<file path="src/rtl/pfde_pkg.sv">
// Shared types and constants for the page framebuffer draw engine.
// Used by the control unit and the top level; no dependencies.
package pfde_pkg;

  localparam int COLUMNS_DEF = 128;
  localparam int ROWS_DEF    = 64;

  typedef enum logic [2:0] {
    CMD_SET_DOT     = 3'd0,
    CMD_FILL_RECT   = 3'd1,
    CMD_INVERT_RECT = 3'd2,
    CMD_WRITE_BYTE  = 3'd3,
    CMD_READ_BYTE   = 3'd4
  } cmd_e;

  typedef enum logic [2:0] {
    OP_CLR,
    OP_SET,
    OP_FLIP,
    OP_OR,
    OP_REPL,
    OP_READ,
    OP_NONE
  } op_e;

  typedef enum logic [2:0] {
    ST_CLEAR,
    ST_IDLE,
    ST_READ,
    ST_MODIFY,
    ST_DONE
  } state_e;

  typedef struct packed {
    logic       valid;
    logic [7:0] data;
    logic       rvalid;
  } res_t;

endpackage

</file>
<file path="src/rtl/pfde_ctrl.sv">
// Command sequencer: clears the frame store, walks the bytes a request touches
// and does the read-modify-write of each; a read request only reads. Depends on pfde_pkg.
module pfde_ctrl #(
  parameter int COLUMNS = pfde_pkg::COLUMNS_DEF,
  parameter int ROWS    = pfde_pkg::ROWS_DEF,
  parameter int CW      = $clog2(COLUMNS),
  parameter int PAGES   = (ROWS + 7) / 8,
  parameter int PW      = (PAGES > 1) ? $clog2(PAGES) : 1,
  parameter int AW      = CW + PW
) (
  input  logic                 clk_i,
  input  logic                 rst_ni,
  input  logic                 in_valid_i,
  output logic                 in_ready_o,
  input  logic [2:0]           cmd_i,
  input  logic [7:0]           x_i,
  input  logic [7:0]           y_i,
  input  logic [7:0]           width_i,
  input  logic [7:0]           height_i,
  input  logic                 color_i,
  input  logic [7:0]           data_i,
  output logic                 mem_we_o,
  output logic [AW-1:0]        mem_addr_o,
  output logic [7:0]           mem_wdata_o,
  input  logic [7:0]           mem_rdata_i,
  input  logic                 res_ready_i,
  output pfde_pkg::res_t       res_o
);
  import pfde_pkg::*;

  localparam logic [8:0] ColLim   = 9'(COLUMNS);
  localparam logic [8:0] RowLim   = 9'(ROWS);
  localparam logic [7:0] LastMask = ((ROWS % 8) == 0) ? 8'hFF : 8'((1 << (ROWS % 8)) - 1);
  localparam logic [PW-1:0] PageMax = PW'(PAGES - 1);

  state_e        state_q, state_d;
  logic [AW-1:0] clr_q, clr_d;
  op_e           op_q, op_d;
  logic [CW-1:0] col_q, col_d, col_first_q, col_first_d, col_last_q, col_last_d;
  logic [PW-1:0] page_q, page_d, page_first_q, page_first_d, page_last_q, page_last_d;
  logic [2:0]    off_q, off_d, lrow_q, lrow_d;
  logic [7:0]    data_q, data_d, rd_q, rd_d;
  logic          second_q, second_d;

  logic [CW-1:0] in_col;
  logic [7:0]    in_row;
  logic [7:0]    eff_w, eff_h;
  logic [8:0]    sum_c, sum_r;
  logic [7:0]    last_row;
  op_e           in_op;
  logic          is_rect;
  logic [2:0]    lo, hi;
  logic [7:0]    rect_mask, or_mask, new_byte, page_mask;
  logic          done_byte;

  always_comb begin
    in_col = ({1'b0, x_i} >= ColLim) ? '0 : x_i[CW-1:0];
    in_row = ({1'b0, y_i} >= RowLim) ? 8'd0 : y_i;
    is_rect = (cmd_i == CMD_FILL_RECT) || (cmd_i == CMD_INVERT_RECT);
    eff_w = is_rect ? width_i : 8'd0;
    eff_h = is_rect ? height_i : 8'd0;
    sum_c = {1'b0, 8'(in_col)} + {1'b0, eff_w};
    sum_r = {1'b0, in_row} + {1'b0, eff_h};
    last_row = (sum_r >= RowLim) ? 8'(ROWS - 1) : sum_r[7:0];
    unique case (cmd_i)
      CMD_SET_DOT:     in_op = color_i ? OP_SET : OP_CLR;
      CMD_FILL_RECT:   in_op = color_i ? OP_SET : OP_CLR;
      CMD_INVERT_RECT: in_op = OP_FLIP;
      CMD_WRITE_BYTE:  in_op = (in_row[2:0] == 3'd0) ? OP_REPL : OP_OR;
      CMD_READ_BYTE:   in_op = OP_READ;
      default:         in_op = OP_NONE;
    endcase
  end

  always_comb begin
    lo = (page_q == page_first_q) ? off_q : 3'd0;
    hi = (page_q == page_last_q) ? lrow_q : 3'd7;
    rect_mask = (8'hFF << lo) & (8'hFF >> (3'd7 - hi));
    or_mask = second_q ? (data_q >> (4'd8 - {1'b0, off_q})) : (data_q << off_q);
    page_mask = (page_q == PageMax) ? LastMask : 8'hFF;
    unique case (op_q)
      OP_CLR:  new_byte = mem_rdata_i & ~rect_mask;
      OP_SET:  new_byte = mem_rdata_i | rect_mask;
      OP_FLIP: new_byte = mem_rdata_i ^ rect_mask;
      OP_OR:   new_byte = mem_rdata_i | or_mask;
      OP_REPL: new_byte = data_q;
      default: new_byte = mem_rdata_i;
    endcase
  end

  always_comb begin
    state_d      = state_q;
    clr_d        = clr_q;
    op_d         = op_q;
    col_d        = col_q;
    col_first_d  = col_first_q;
    col_last_d   = col_last_q;
    page_d       = page_q;
    page_first_d = page_first_q;
    page_last_d  = page_last_q;
    off_d        = off_q;
    lrow_d       = lrow_q;
    data_d       = data_q;
    rd_d         = rd_q;
    second_d     = second_q;
    in_ready_o   = 1'b0;
    mem_we_o     = 1'b0;
    mem_addr_o   = {page_q, col_q};
    mem_wdata_o  = new_byte & page_mask;
    done_byte    = 1'b1;
    res_o.valid  = 1'b0;
    res_o.rvalid = (op_q == OP_READ);
    res_o.data   = (op_q == OP_READ) ? ((state_q == ST_MODIFY) ? mem_rdata_i : rd_q) : 8'd0;

    unique case (state_q)
      ST_CLEAR: begin
        mem_we_o    = 1'b1;
        mem_addr_o  = clr_q;
        mem_wdata_o = 8'd0;
        clr_d       = clr_q + AW'(1);
        if (&clr_q) begin
          state_d = ST_IDLE;
        end
      end
      ST_IDLE: begin
        in_ready_o = 1'b1;
        mem_addr_o = {PW'(in_row[7:3]), in_col};
        if (in_valid_i) begin
          op_d         = in_op;
          col_d        = in_col;
          col_first_d  = in_col;
          col_last_d   = (sum_c >= ColLim) ? CW'(COLUMNS - 1) : sum_c[CW-1:0];
          page_d       = PW'(in_row[7:3]);
          page_first_d = PW'(in_row[7:3]);
          page_last_d  = PW'(last_row[7:3]);
          off_d        = in_row[2:0];
          lrow_d       = last_row[2:0];
          data_d       = data_i;
          second_d     = 1'b0;
          state_d      = (in_op == OP_NONE) ? ST_DONE : ST_MODIFY;
        end
      end
      ST_READ: begin
        state_d = ST_MODIFY;
      end
      ST_MODIFY: begin
        mem_we_o = (op_q != OP_READ);
        rd_d     = mem_rdata_i;
        if ((op_q == OP_CLR) || (op_q == OP_SET) || (op_q == OP_FLIP)) begin
          if (col_q != col_last_q) begin
            col_d     = col_q + CW'(1);
            done_byte = 1'b0;
          end else if (page_q != page_last_q) begin
            col_d     = col_first_q;
            page_d    = page_q + PW'(1);
            done_byte = 1'b0;
          end
        end else if ((op_q == OP_OR) && !second_q && (page_q != PageMax)) begin
          second_d  = 1'b1;
          page_d    = page_q + PW'(1);
          done_byte = 1'b0;
        end
        if (!done_byte) begin
          state_d = ST_READ;
        end else if (res_ready_i) begin
          res_o.valid = 1'b1;
          state_d     = ST_IDLE;
        end else begin
          state_d = ST_DONE;
        end
      end
      ST_DONE: begin
        if (res_ready_i) begin
          res_o.valid = 1'b1;
          state_d     = ST_IDLE;
        end
      end
      default: begin
        state_d = ST_IDLE;
      end
    endcase
  end

  always_ff @(posedge clk_i or negedge rst_ni) begin
    if (!rst_ni) begin
      state_q <= ST_CLEAR;
      clr_q   <= '0;
    end else begin
      state_q <= state_d;
      clr_q   <= clr_d;
    end
  end

  always_ff @(posedge clk_i) begin
    op_q         <= op_d;
    col_q        <= col_d;
    col_first_q  <= col_first_d;
    col_last_q   <= col_last_d;
    page_q       <= page_d;
    page_first_q <= page_first_d;
    page_last_q  <= page_last_d;
    off_q        <= off_d;
    lrow_q       <= lrow_d;
    data_q       <= data_d;
    rd_q         <= rd_d;
    second_q     <= second_d;
  end

  a_write_only_when_owned: assert property (@(posedge clk_i) disable iff (!rst_ni)
    mem_we_o |-> (state_q == ST_CLEAR) || (state_q == ST_MODIFY))
    else $error("Frame store written outside clear or modify.");

  a_busy_after_accept: assert property (@(posedge clk_i) disable iff (!rst_ni)
    (in_valid_i && in_ready_o) |=> !in_ready_o)
    else $error("New request taken while one is in progress.");

  a_column_in_span: assert property (@(posedge clk_i) disable iff (!rst_ni)
    ((state_q == ST_MODIFY) && ((op_q == OP_CLR) || (op_q == OP_SET) || (op_q == OP_FLIP)))
    |-> (col_q >= col_first_q) && (col_q <= col_last_q) && (page_q <= page_last_q))
    else $error("Rectangle walk left its span.");

  a_result_only_when_free: assert property (@(posedge clk_i) disable iff (!rst_ni)
    res_o.valid |-> res_ready_i)
    else $error("Result issued while output register is full.");

endmodule

</file>
<file path="config.mk">
export PLATFORM = sky130hd
export DESIGN_NAME = pfde_ctrl
export DESIGN_NICKNAME = d
export VERILOG_FILES = /design/src/rtl/pfde_pkg.sv /design/src/rtl/pfde_ctrl.sv
export SDC_FILE = /design/constraint.sdc
export NUM_CORES = 1
export LEC_CHECK = 0
export BUFFER_PORTS_ARGS = -buffer_cell sky130_fd_sc_hd__buf_4
export CAP_MARGIN = 0
export CORE_ASPECT_RATIO = 1.75
export CORE_UTILIZATION = 35
export DETAILED_ROUTE_END_ITERATION = 6
export PLACE_DENSITY = 0.62
export SLEW_MARGIN = 20
export SYNTH_ARGS = -nofsm -noshare
export SYNTH_HDL_FRONTEND = slang
export SYNTH_SLANG_ARGS = --single-unit
export TNS_END_PERCENT = 100
</file>
<file path="constraint.sdc">
create_clock -name clk_i -period 3.2 [get_ports clk_i]
set_input_delay 0.16 -clock clk_i [delete_from_list [all_inputs] [get_ports clk_i]]
set_output_delay 0.16 -clock clk_i [all_outputs]
set_load 0.05 [all_outputs]
</file>
==> reports/metrics.csv, run 1 <==
metric,value,unit
status,finished clean,
Syn Inst Count,591,
RSZ-0062 raised after global routing,yes,
global placer's final weighted congestion,0.965,
Critical Path Source Type,flip-flop,
Worst-path clk slew,60,ps
initial antenna violation count,0,
"commonest non-fill, non-tap cell in the layout",buf_4,
worst-skew pair later-pin latency,330,ps
Final Max Tran Viols,0,
Std-Cell Rows,59,
Final TNS setup,0,ps
setup ws final,59.2,ps
clk sink count,69,
worst slack at placement,282,ps
Hold Path Class,input pin to flip-flop,
ys flop type,edfxtp_1,
H-Tree Depth,3,
DRC,0,
1st-iter DRT viols,228,
largest net degree at the start of global routing,38,
pwr/cell area,812,nW/µm²
CP peak stage delay,590,ps
Filler Cell Count,1449,
"FFs w/ async S/R, synth",0.188,
post-synth cell types,67,
Slew @ Worst Pin,846,ps
Worst Skew,5.67,ps
largest fanout on the critical path,13,
final setup violation count,0,
core area,14800,µm²
most frequent cells in the layout,"buf_4 (101), nand2_1 (63), edfxtp_1 (48), nor2_1 (44), o21ai_0 (32)",
worst-path cell chain,inv_1 -> ha_1 -> mux2i_1 -> o22a_1 -> nor3_1 -> nor4_1 -> o21ai_0 -> buf_4,
Initial Utilization,0.359,
final worst-path cycle share,0.981,
crit end category,primary output,
Ports,86,
Slew headroom,0.431,
layout cells sized above 1,0.201,
Total Die Area,15700,µm²
Peak VDD IR,0.463,mV
nets,768,
design area,6590,µm²
GRT Util Overall,0.207,
final core occ,0.444,
post-route insts no fill,870,
"Req. time, crit path",3040,ps
Post-synth EDFFs,48,
final hold viol count,0,
post-synthesis register bit count,69,
mean post-synth cell area,9.01,µm²
Hold Slack,70.3,ps
"Seq/Total Area, Yosys",0.362,
die width,95.2,µm
slowest cell on the critical path,ha_1,
Final min period,3140,ps
Ys Warns,0,
dpl cells,842,
Antenna Nets Post-Route,0,
diode count,0,
CTS Buf Count,9,
crit path DAT,2980,ps
Root Driver,clkbuf_16,
area post-placement,6180,µm²
WS Path Type,flip-flop to primary output,
router iterations before antenna repair,5,
Routed WL per cell,18.0,µm
vias per cell,5.59,
vias in the first global route,5150,
Syn Std Cell Area,5320,µm²
Die Ht,165,µm
worst-case clock buffer depth,2,
max cap viols,0,
Power Total,5.35,mW
port bufs,85,
highest clock rate,318,MHz
Leakage,2.78,nW
layout overhead on the synthesized area,23.7,%
Vias,4861,
global-route wire length before repair,24500,µm
gr ovfl total,0,
drt total wl,15600,µm
CTS tree,built,
DP Wirelength,12400,µm
## layout make-up
cell class                 instances  area [µm²]  area share
multi-input combinational        473        3250       0.493
timing repair buffer             110         848       0.129
inverter                          19        71.3      0.0108
tap                              183         229      0.0348
clock inverter                     5        28.8     0.00437
clock buffer                      11         233      0.0353
sequential                        69        1930       0.293
## state kept, by name (all words and copies together) (netlist names)
register	cells
clr_q	10
col_first_q	7
col_last_q	7
col_q	7
data_q	8
lrow_q	3
off_q	3
op_q	3
page_first_q	3
page_last_q	3
page_q	3
rd_q	8
second_q	1
state_q	3
## cell usage after synthesis, types with 6 or more instances
library cell,instances,area share
nor2b_1,15,0.018
dfxtp_1,8,0.030
nand2_1,63,0.044
clkbuf_1,20,0.014
nand3_1,11,0.010
o21ai_0,32,0.030
a21oi_1,32,0.030
xnor2_1,23,0.038
nand2b_1,9,0.011
and2_1,30,0.035
buf_2,9,0.0085
xor2_1,10,0.016
o22ai_1,8,0.0094
dfrtp_1,13,0.061
edfxtp_1,48,0.27
a211oi_1,8,0.011
ha_1,28,0.066
nor3_1,19,0.018
nor2_1,44,0.031
nor4_1,11,0.013
nand4_1,7,0.0082
inv_1,17,0.012
a21o_1,6,0.0085
mux2i_1,30,0.056
## per-layer routing
| layer | GRT usage | up-vias | routed length [µm] |
|---|---|---|---|
| li1 | - | 2347 | - |
| met1 | 0.194 | 2279 | 5390 |
| met2 | 0.388 | 170 | 8410 |
| met3 | 0.0371 | 65 | 783 |
| met4 | 0.153 | 0 | 1040 |
| met5 | 0 | - | 0 |
## path summary, 6_finish.rpt
| kind | startpoint | endpoint | slack (ps) | cells past startpoint |
|---|---|---|---|---|
| max reg2reg | col_q[2]$_DFFE_PP_ | page_q[0]$_DFFE_PP_ | 1000 | 5 |
| min | res_ready_i | state_q[0]$_DFFE_PN0P_ | 70 | 2 |
| max in group asynchronous | rst_ni | clr_q[7]$_DFFE_PN0N_ | 2820 | 2 |
| min in group asynchronous | rst_ni | state_q[0]$_DFFE_PN0P_ | 210 | 2 |
| max | off_q[1]$_DFFE_PP_ | mem_wdata_o[1] | 60 | 8 |
| min reg2reg | rd_q[6]$_DFF_P_ | rd_q[6]$_DFF_P_ | 450 | 2 |
## what timing repair did
| action | in CTS | in global routing |
|---|---|---|
| hold buffers | 9 | 0 |
| pin swaps | 0 | 3 |
| setup buffers | 0 | 3 |
| endpoints found under the hold margin | 21 | 0 |
| resized for setup | 2 | 4 |
| endpoints found under the setup margin | 1 | 4 |
## power by group
| group | total [mW] | switching [mW] | internal, mW | leakage [nW] |
|---|---|---|---|---|
| clock network | 0.880 | 0.362 | 0.519 | 0.123 |
| logic | 2.89 | 1.86 | 1.03 | 1.97 |
| registers | 1.57 | 0.288 | 1.28 | 0.687 |
## worst max-delay path: cells and delay by family, from the launching register on
| family | cells | cell delay (ps) |
|---|---|---|
| and+or+nand+nor | 2 | 600 |
| adders and majority gates | 1 | 590 |
| AOI/OAI and AO/OA | 2 | 420 |
| muxes | 1 | 360 |
| DFF | 1 | 340 |
| buffers and inverters | 2 | 340 |
## logic make-up (layout without fill, tap and decap cells)
family	count (synthesis)	in the layout	share of synthesized area
buffers and inverters	50	145	0.0381
DFF	69	69	0.362
xor gates and xnor gates	34	34	0.0574
AOI/OAI and AO/OA	138	138	0.171
and+or+nand+nor	231	231	0.218
other	1	2	0.000705
muxes	38	38	0.0797
adders and majority gates	30	30	0.0733
(Power assumes the default switching activity.)
==> inputs of run 2 (changes only) <==
--- a/config.mk
+++ b/config.mk
@@ -9,6 +9,7 @@
 export CAP_MARGIN = 0
 export CORE_ASPECT_RATIO = 1.75
 export CORE_UTILIZATION = 35
+export CTS_BUF_LIST = sky130_fd_sc_hd__clkbuf_8
 export DETAILED_ROUTE_END_ITERATION = 6
 export PLACE_DENSITY = 0.62
 export SLEW_MARGIN = 20
==> constraint.sdc (replaced) <==
create_clock -name clk_i -period 4 [get_ports clk_i]
set_input_delay 0.2 -clock clk_i [delete_from_list [all_inputs] [get_ports clk_i]]
set_output_delay 0.2 -clock clk_i [all_outputs]
set_load 0.05 [all_outputs]
==> run 2 against run 1 <==
Net effect: worst hold slack worse by 44 ps; cell area decreased by 3.7%; critical path type unchanged; clock-buffer cell count increased by 1; clock power down 37%; clock skew grew 8.0 ps; wire length up 3.4%; power is 24% lower.
==> reports/metrics.csv, run 2 (synthesis gave the netlist of run 1 again) <==
metric,value,unit
status,finished clean,
max cap viols,0,
Final min period,3400,ps
Worst-path clk slew,80,ps
"commonest non-fill, non-tap cell in the layout",buf_4,
router iterations before antenna repair,5,
Ports,86,
Leakage,2.68,nW
Largest register FFs,10,
R2R Setup Slk,1270,ps
RSZ-0062 raised after global routing,no,
initial antenna violation count,0,
Peak VDD IR,0.566,mV
Slew @ Worst Pin,854,ps
largest net degree at the start of global routing,27,
Die Ht,165,µm
Worst Skew,13.7,ps
final worst-path cycle share,0.850,
worst-path cell chain,xnor2_1 -> nand3_1 -> a21oi_1 -> ha_1 -> a21o_1 -> a221oi_1 -> nor2_1 -> a31o_2 -> a211oi_1 -> buf_4,
clk sink count,69,
worst-skew pair later-pin latency,350,ps
Routed WL per cell,18.9,µm
WS Path Type,flip-flop to primary output,
Root Driver,clkbuf_8,
vias per cell,5.69,
final hold viol count,0,
nets,753,
dpl cells,838,
1st-iter DRT viols,282,
H-Tree Depth,3,
port bufs,85,
gr ovfl total,0,
slowest cell on the critical path,edfxtp_1,
"Req. time, crit path",3800,ps
DRC,0,
pwr/cell area,644,nW/µm²
diode count,0,
CTS Buf Count,9,
DP Wirelength,12800,µm
Std-Cell Rows,59,
Final TNS setup,0,ps
core area,14800,µm²
GRT Util Overall,0.214,
layout overhead on the synthesized area,19.1,%
Final Max Tran Viols,0,
"Setup Fix Bufs, Post-CTS",0,
global placer's final weighted congestion,0.957,
global-route wire length before repair,25100,µm
most frequent cells in the layout,"buf_4 (94), nand2_1 (63), edfxtp_1 (48), nor2_1 (44)",
Vias,4869,
largest fanout on the critical path,9,
crit path DAT,3200,ps
crit end category,primary output,
Total Die Area,15700,µm²
Initial Utilization,0.359,
CTS tree,built,
layout cells sized above 1,0.188,
Critical Path Source Type,flip-flop,
Hold Path Class,input pin to flip-flop,
Slew headroom,0.431,
die width,95.2,µm
largest register by flop count,clr_q,
highest clock rate,294,MHz
post-route insts no fill,855,
final setup violation count,0,
worst-case clock buffer depth,2,
CP peak stage delay,480,ps
vias in the first global route,4902,
Antenna Nets Post-Route,0,
drt total wl,16200,µm
largest registers,"clr_q (10), data_q (8), rd_q (8)",
run 2: final timing paths:
check | end | cells past startpoint | startpoint
max | mem_wdata_o[7] | 10 | page_q[1]$_DFFE_PP_
min | data_q[0]$_DFFE_PP_ | 1 | data_i[0]
max reg2reg | col_q[5]$_DFFE_PP_ | 4 | state_q[0]$_DFFE_PN0P_
min reg2reg | rd_q[2]$_DFF_P_ | 2 | rd_q[2]$_DFF_P_
max in group asynchronous | clr_q[7]$_DFFE_PN0N_ | 2 | rst_ni
min in group asynchronous | state_q[2]$_DFFE_PN0P_ | 2 | rst_ni
run 2: power breakdown:
part,switching (mW),total (mW),internal [mW]
registers,0.286,1.31,1.02
clock network,0.279,0.557,0.279
logic,1.43,2.22,0.787
total,1.99,4.08,2.09
run 2: routing by layer:
layer,track usage,vias to the layer above,wire length [µm]
met5,0,-,0
met4,0.135,0,850
met3,0.0311,54,743
met2,0.409,167,9090
met1,0.208,2325,5470
li1,-,2323,-
run 2: repair_timing:
| item | CTS | global route |
|---|---|---|
| resized for setup | 0 | 0 |
| endpoints found under the hold margin | 13 | 0 |
| hold buffers | 1 | 0 |
| setup endpoints to repair | 0 | 0 |
run 2: metrics by stage:
stage | setup WS [ps] | utilization | hold WS, ps | total power, mW | cell area (µm²)
floorplan | 581 | - | -95.6 | 2.85 | 5330
global placement | 1070 | 0.414 | 55.7 | 3.50 | 6140
detailed placement | 994 | 0.414 | 56.7 | 3.53 | 6140
CTS | 599 | 0.427 | 10.8 | 4.10 | 6340
global route | 345 | 0.427 | 1.78 | 4.34 | 6340
finish | 599 | 0.427 | 26.6 | 4.08 | 6340
run 2: layout make-up:
cell class | count | area (µm²)
sequential | 69 | 1930
clock buffer | 12 | 165
tap | 183 | 229
fill | 1484 | 8500
inverter | 19 | 71.3
multi-input combinational | 473 | 3200
timing repair buffer | 95 | 716
clock inverter | 4 | 28.8
run 2: worst max-delay path: cells and delay by family, from the launching register on:
family | cells | cell delay, ps
AO/OA/AOI/OAI | 5 | 1250
XOR/XNOR | 1 | 240
adder cells (fa/ha/maj) | 1 | 280
buffers and inverters | 1 | 240
flip-flops | 1 | 480
AND/OR/NAND/NOR | 2 | 370
==> inputs of run 3 (changes only) <==
--- a/config.mk
+++ b/config.mk
@@ -6,12 +6,12 @@
 export NUM_CORES = 1
 export LEC_CHECK = 0
 export BUFFER_PORTS_ARGS = -buffer_cell sky130_fd_sc_hd__buf_4
-export CAP_MARGIN = 0
+export CAP_MARGIN = 20
 export CORE_ASPECT_RATIO = 1.75
 export CORE_UTILIZATION = 35
 export CTS_BUF_LIST = sky130_fd_sc_hd__clkbuf_8
 export DETAILED_ROUTE_END_ITERATION = 6
-export PLACE_DENSITY = 0.62
+export PLACE_DENSITY = 0.54
 export SLEW_MARGIN = 20
 export SYNTH_ARGS = -nofsm -noshare
 export SYNTH_HDL_FRONTEND = slang
==> run 3 against run 2 <==
Net effect: first-iteration DRC count down 35%; cell area up 0.81%; wire length is 0.59% higher; power grew 3.4%; flip-flop and latch count is the same; combinational power about the same; clock power grew 26%; register-to-register slack is essentially flat; clock-buffer cell count down 3; sequential share of layout area is 0.24 points lower; maximum frequency shrank 0.16%.
==> reports/metrics.csv, run 3 (synthesis gave the netlist of run 1 again) <==
metric,value,unit
Worst Skew,20.6,ps
CTS tree,built,
DRC,0,
Final Max Tran Viols,0,
final hold viol count,0,
Leakage,2.70,nW
CP peak stage delay,490,ps
DP Wirelength,13000,µm
number of hold buffers added after cts,1,
Initial Utilization,0.359,
GRT Util Overall,0.216,
highest clock rate,294,MHz
H-Tree Depth,3,
status,finished clean,
"Req. time, crit path",3800,ps
largest net degree at the start of global routing,27,
Slew @ Worst Pin,884,ps
FF/Latch Area,1930,µm²
final worst-path cycle share,0.851,
1st-iter DRT viols,183,
"Gates resized, CTS repair",0,
RSZ-0062 raised after global routing,no,
largest fanout on the critical path,9,
Ports,86,
Die Ht,165,µm
layout cells sized above 1,0.188,
CTS Buf Count,9,
Root Driver,clkbuf_8,
final core occ,0.431,
crit path DAT,3210,ps
worst-case clock buffer depth,2,
core area,14800,µm²
Total Die Area,15700,µm²
WS Path Type,flip-flop to primary output,
R2R Setup Slk,1260,ps
"CP delay by family, top",compound AO/OA/AOI/OAI gates,
most frequent cells in the layout,"buf_4 (94), nand2_1 (63), edfxtp_1 (48), nor2_1 (44)",
gr ovfl total,0,
diode count,0,
Slew headroom,0.411,
Critical Path Source Type,flip-flop,
global placer's final weighted congestion,0.866,
Worst-path clk slew,80,ps
crit end category,primary output,
vias in the first global route,4935,
slowest cell on the critical path,edfxtp_1,
max cap viols,0,
"commonest non-fill, non-tap cell in the layout",buf_4,
Worst Path Buf+Inv,1,
port bufs,85,
multi-input logic area,3200,µm²
Peak VDD IR,0.437,mV
Final min period,3410,ps
global-route wire length before repair,25000,µm
router iterations before antenna repair,5,
largest registers,"clr_q (10), data_q (8), rd_q (8)",
Final TNS setup,0,ps
nets,753,
Std-Cell Rows,59,
worst-path cell chain,xnor2_1 -> nand3_1 -> a21oi_1 -> ha_1 -> a21o_1 -> a221oi_1 -> nor2_1 -> a31o_2 -> a211oi_1 -> buf_4,
"Setup Fix Bufs, Post-CTS",0,
die width,95.2,µm
worst-skew pair later-pin latency,350,ps
Antenna Nets Post-Route,0,
Largest register FFs,10,
Routed WL per cell,19.0,µm
layout overhead on the synthesized area,20.1,%
Hold Path Class,input pin to flip-flop,
final setup violation count,0,
drt total wl,16300,µm
Filler Cell Count,1457,
Vias,4759,
clk sink count,69,
largest register by flop count,clr_q,
initial antenna violation count,0,
pwr/cell area,661,nW/µm²
vias per cell,5.57,
## run 3: per-layer routing
| layer | global-route usage | vias to the layer above | routed length (µm) |
|---|---|---|---|
| met5 | 0 | - | 0 |
| met4 | 0.146 | 0 | 912 |
| met3 | 0.0385 | 52 | 676 |
| met2 | 0.414 | 145 | 9150 |
| met1 | 0.198 | 2250 | 5510 |
| li1 | - | 2312 | - |
## run 3: per-stage QoR
stage | worst slack [ps] | hold slack [ps] | area [µm²] | total power [mW] | std cells
2_1_floorplan | 581 | -95.6 | 5330 | 2.85 | 592
3_3_place_gp | 1020 | 53.9 | 6140 | 3.53 | 838
3_5_place_dp | 974 | 54.9 | 6140 | 3.54 | 838
4_1_cts | 615 | 9.58 | 6390 | 4.25 | 855
5_1_grt | 304 | 7.95 | 6390 | 4.49 | 855
6_report | 594 | 26.3 | 6390 | 4.22 | 855
## run 3: worst reg2reg max path, stage by stage, from the launching register on
cell      delay [ps]
edfxtp_1         890
nand3b_1         590
nor3_1           420
a31oi_1           70
o21ai_0          420
## run 3: cell type report
cell class / count / area share
Clock buffer: 9 / 0.0194
Multi-Input combinational cell: 473 / 0.501
Sequential cell: 69 / 0.301
Clock inverter: 7 / 0.0190
Timing Repair Buffer: 95 / 0.112
Tap cell: 183 / 0.0358
Inverter: 19 / 0.0112
## run 3: power breakdown
group | switching (mW) | internal [mW] | leakage, nW
Sequential | 0.270 | 1.02 | 0.687
Clock | 0.284 | 0.417 | 0.124
Combinational | 1.44 | 0.790 | 1.89
## run 3: worst paths after layout
| kind | startpoint | cells past startpoint | end |
|---|---|---|---|
| setup / recovery | page_q[2]$_DFFE_PP_ | 10 | mem_wdata_o[7] |
| hold / removal | data_i[1] | 1 | data_q[1]$_DFFE_PP_ |
| setup reg to reg | op_q[1]$_DFFE_PP_ | 4 | page_q[1]$_DFFE_PP_ |
| hold reg to reg | rd_q[4]$_DFF_P_ | 2 | rd_q[4]$_DFF_P_ |
| max in group asynchronous | rst_ni | 2 | clr_q[5]$_DFFE_PN0N_ |
| min in group asynchronous | rst_ni | 2 | state_q[2]$_DFFE_PN0P_ |
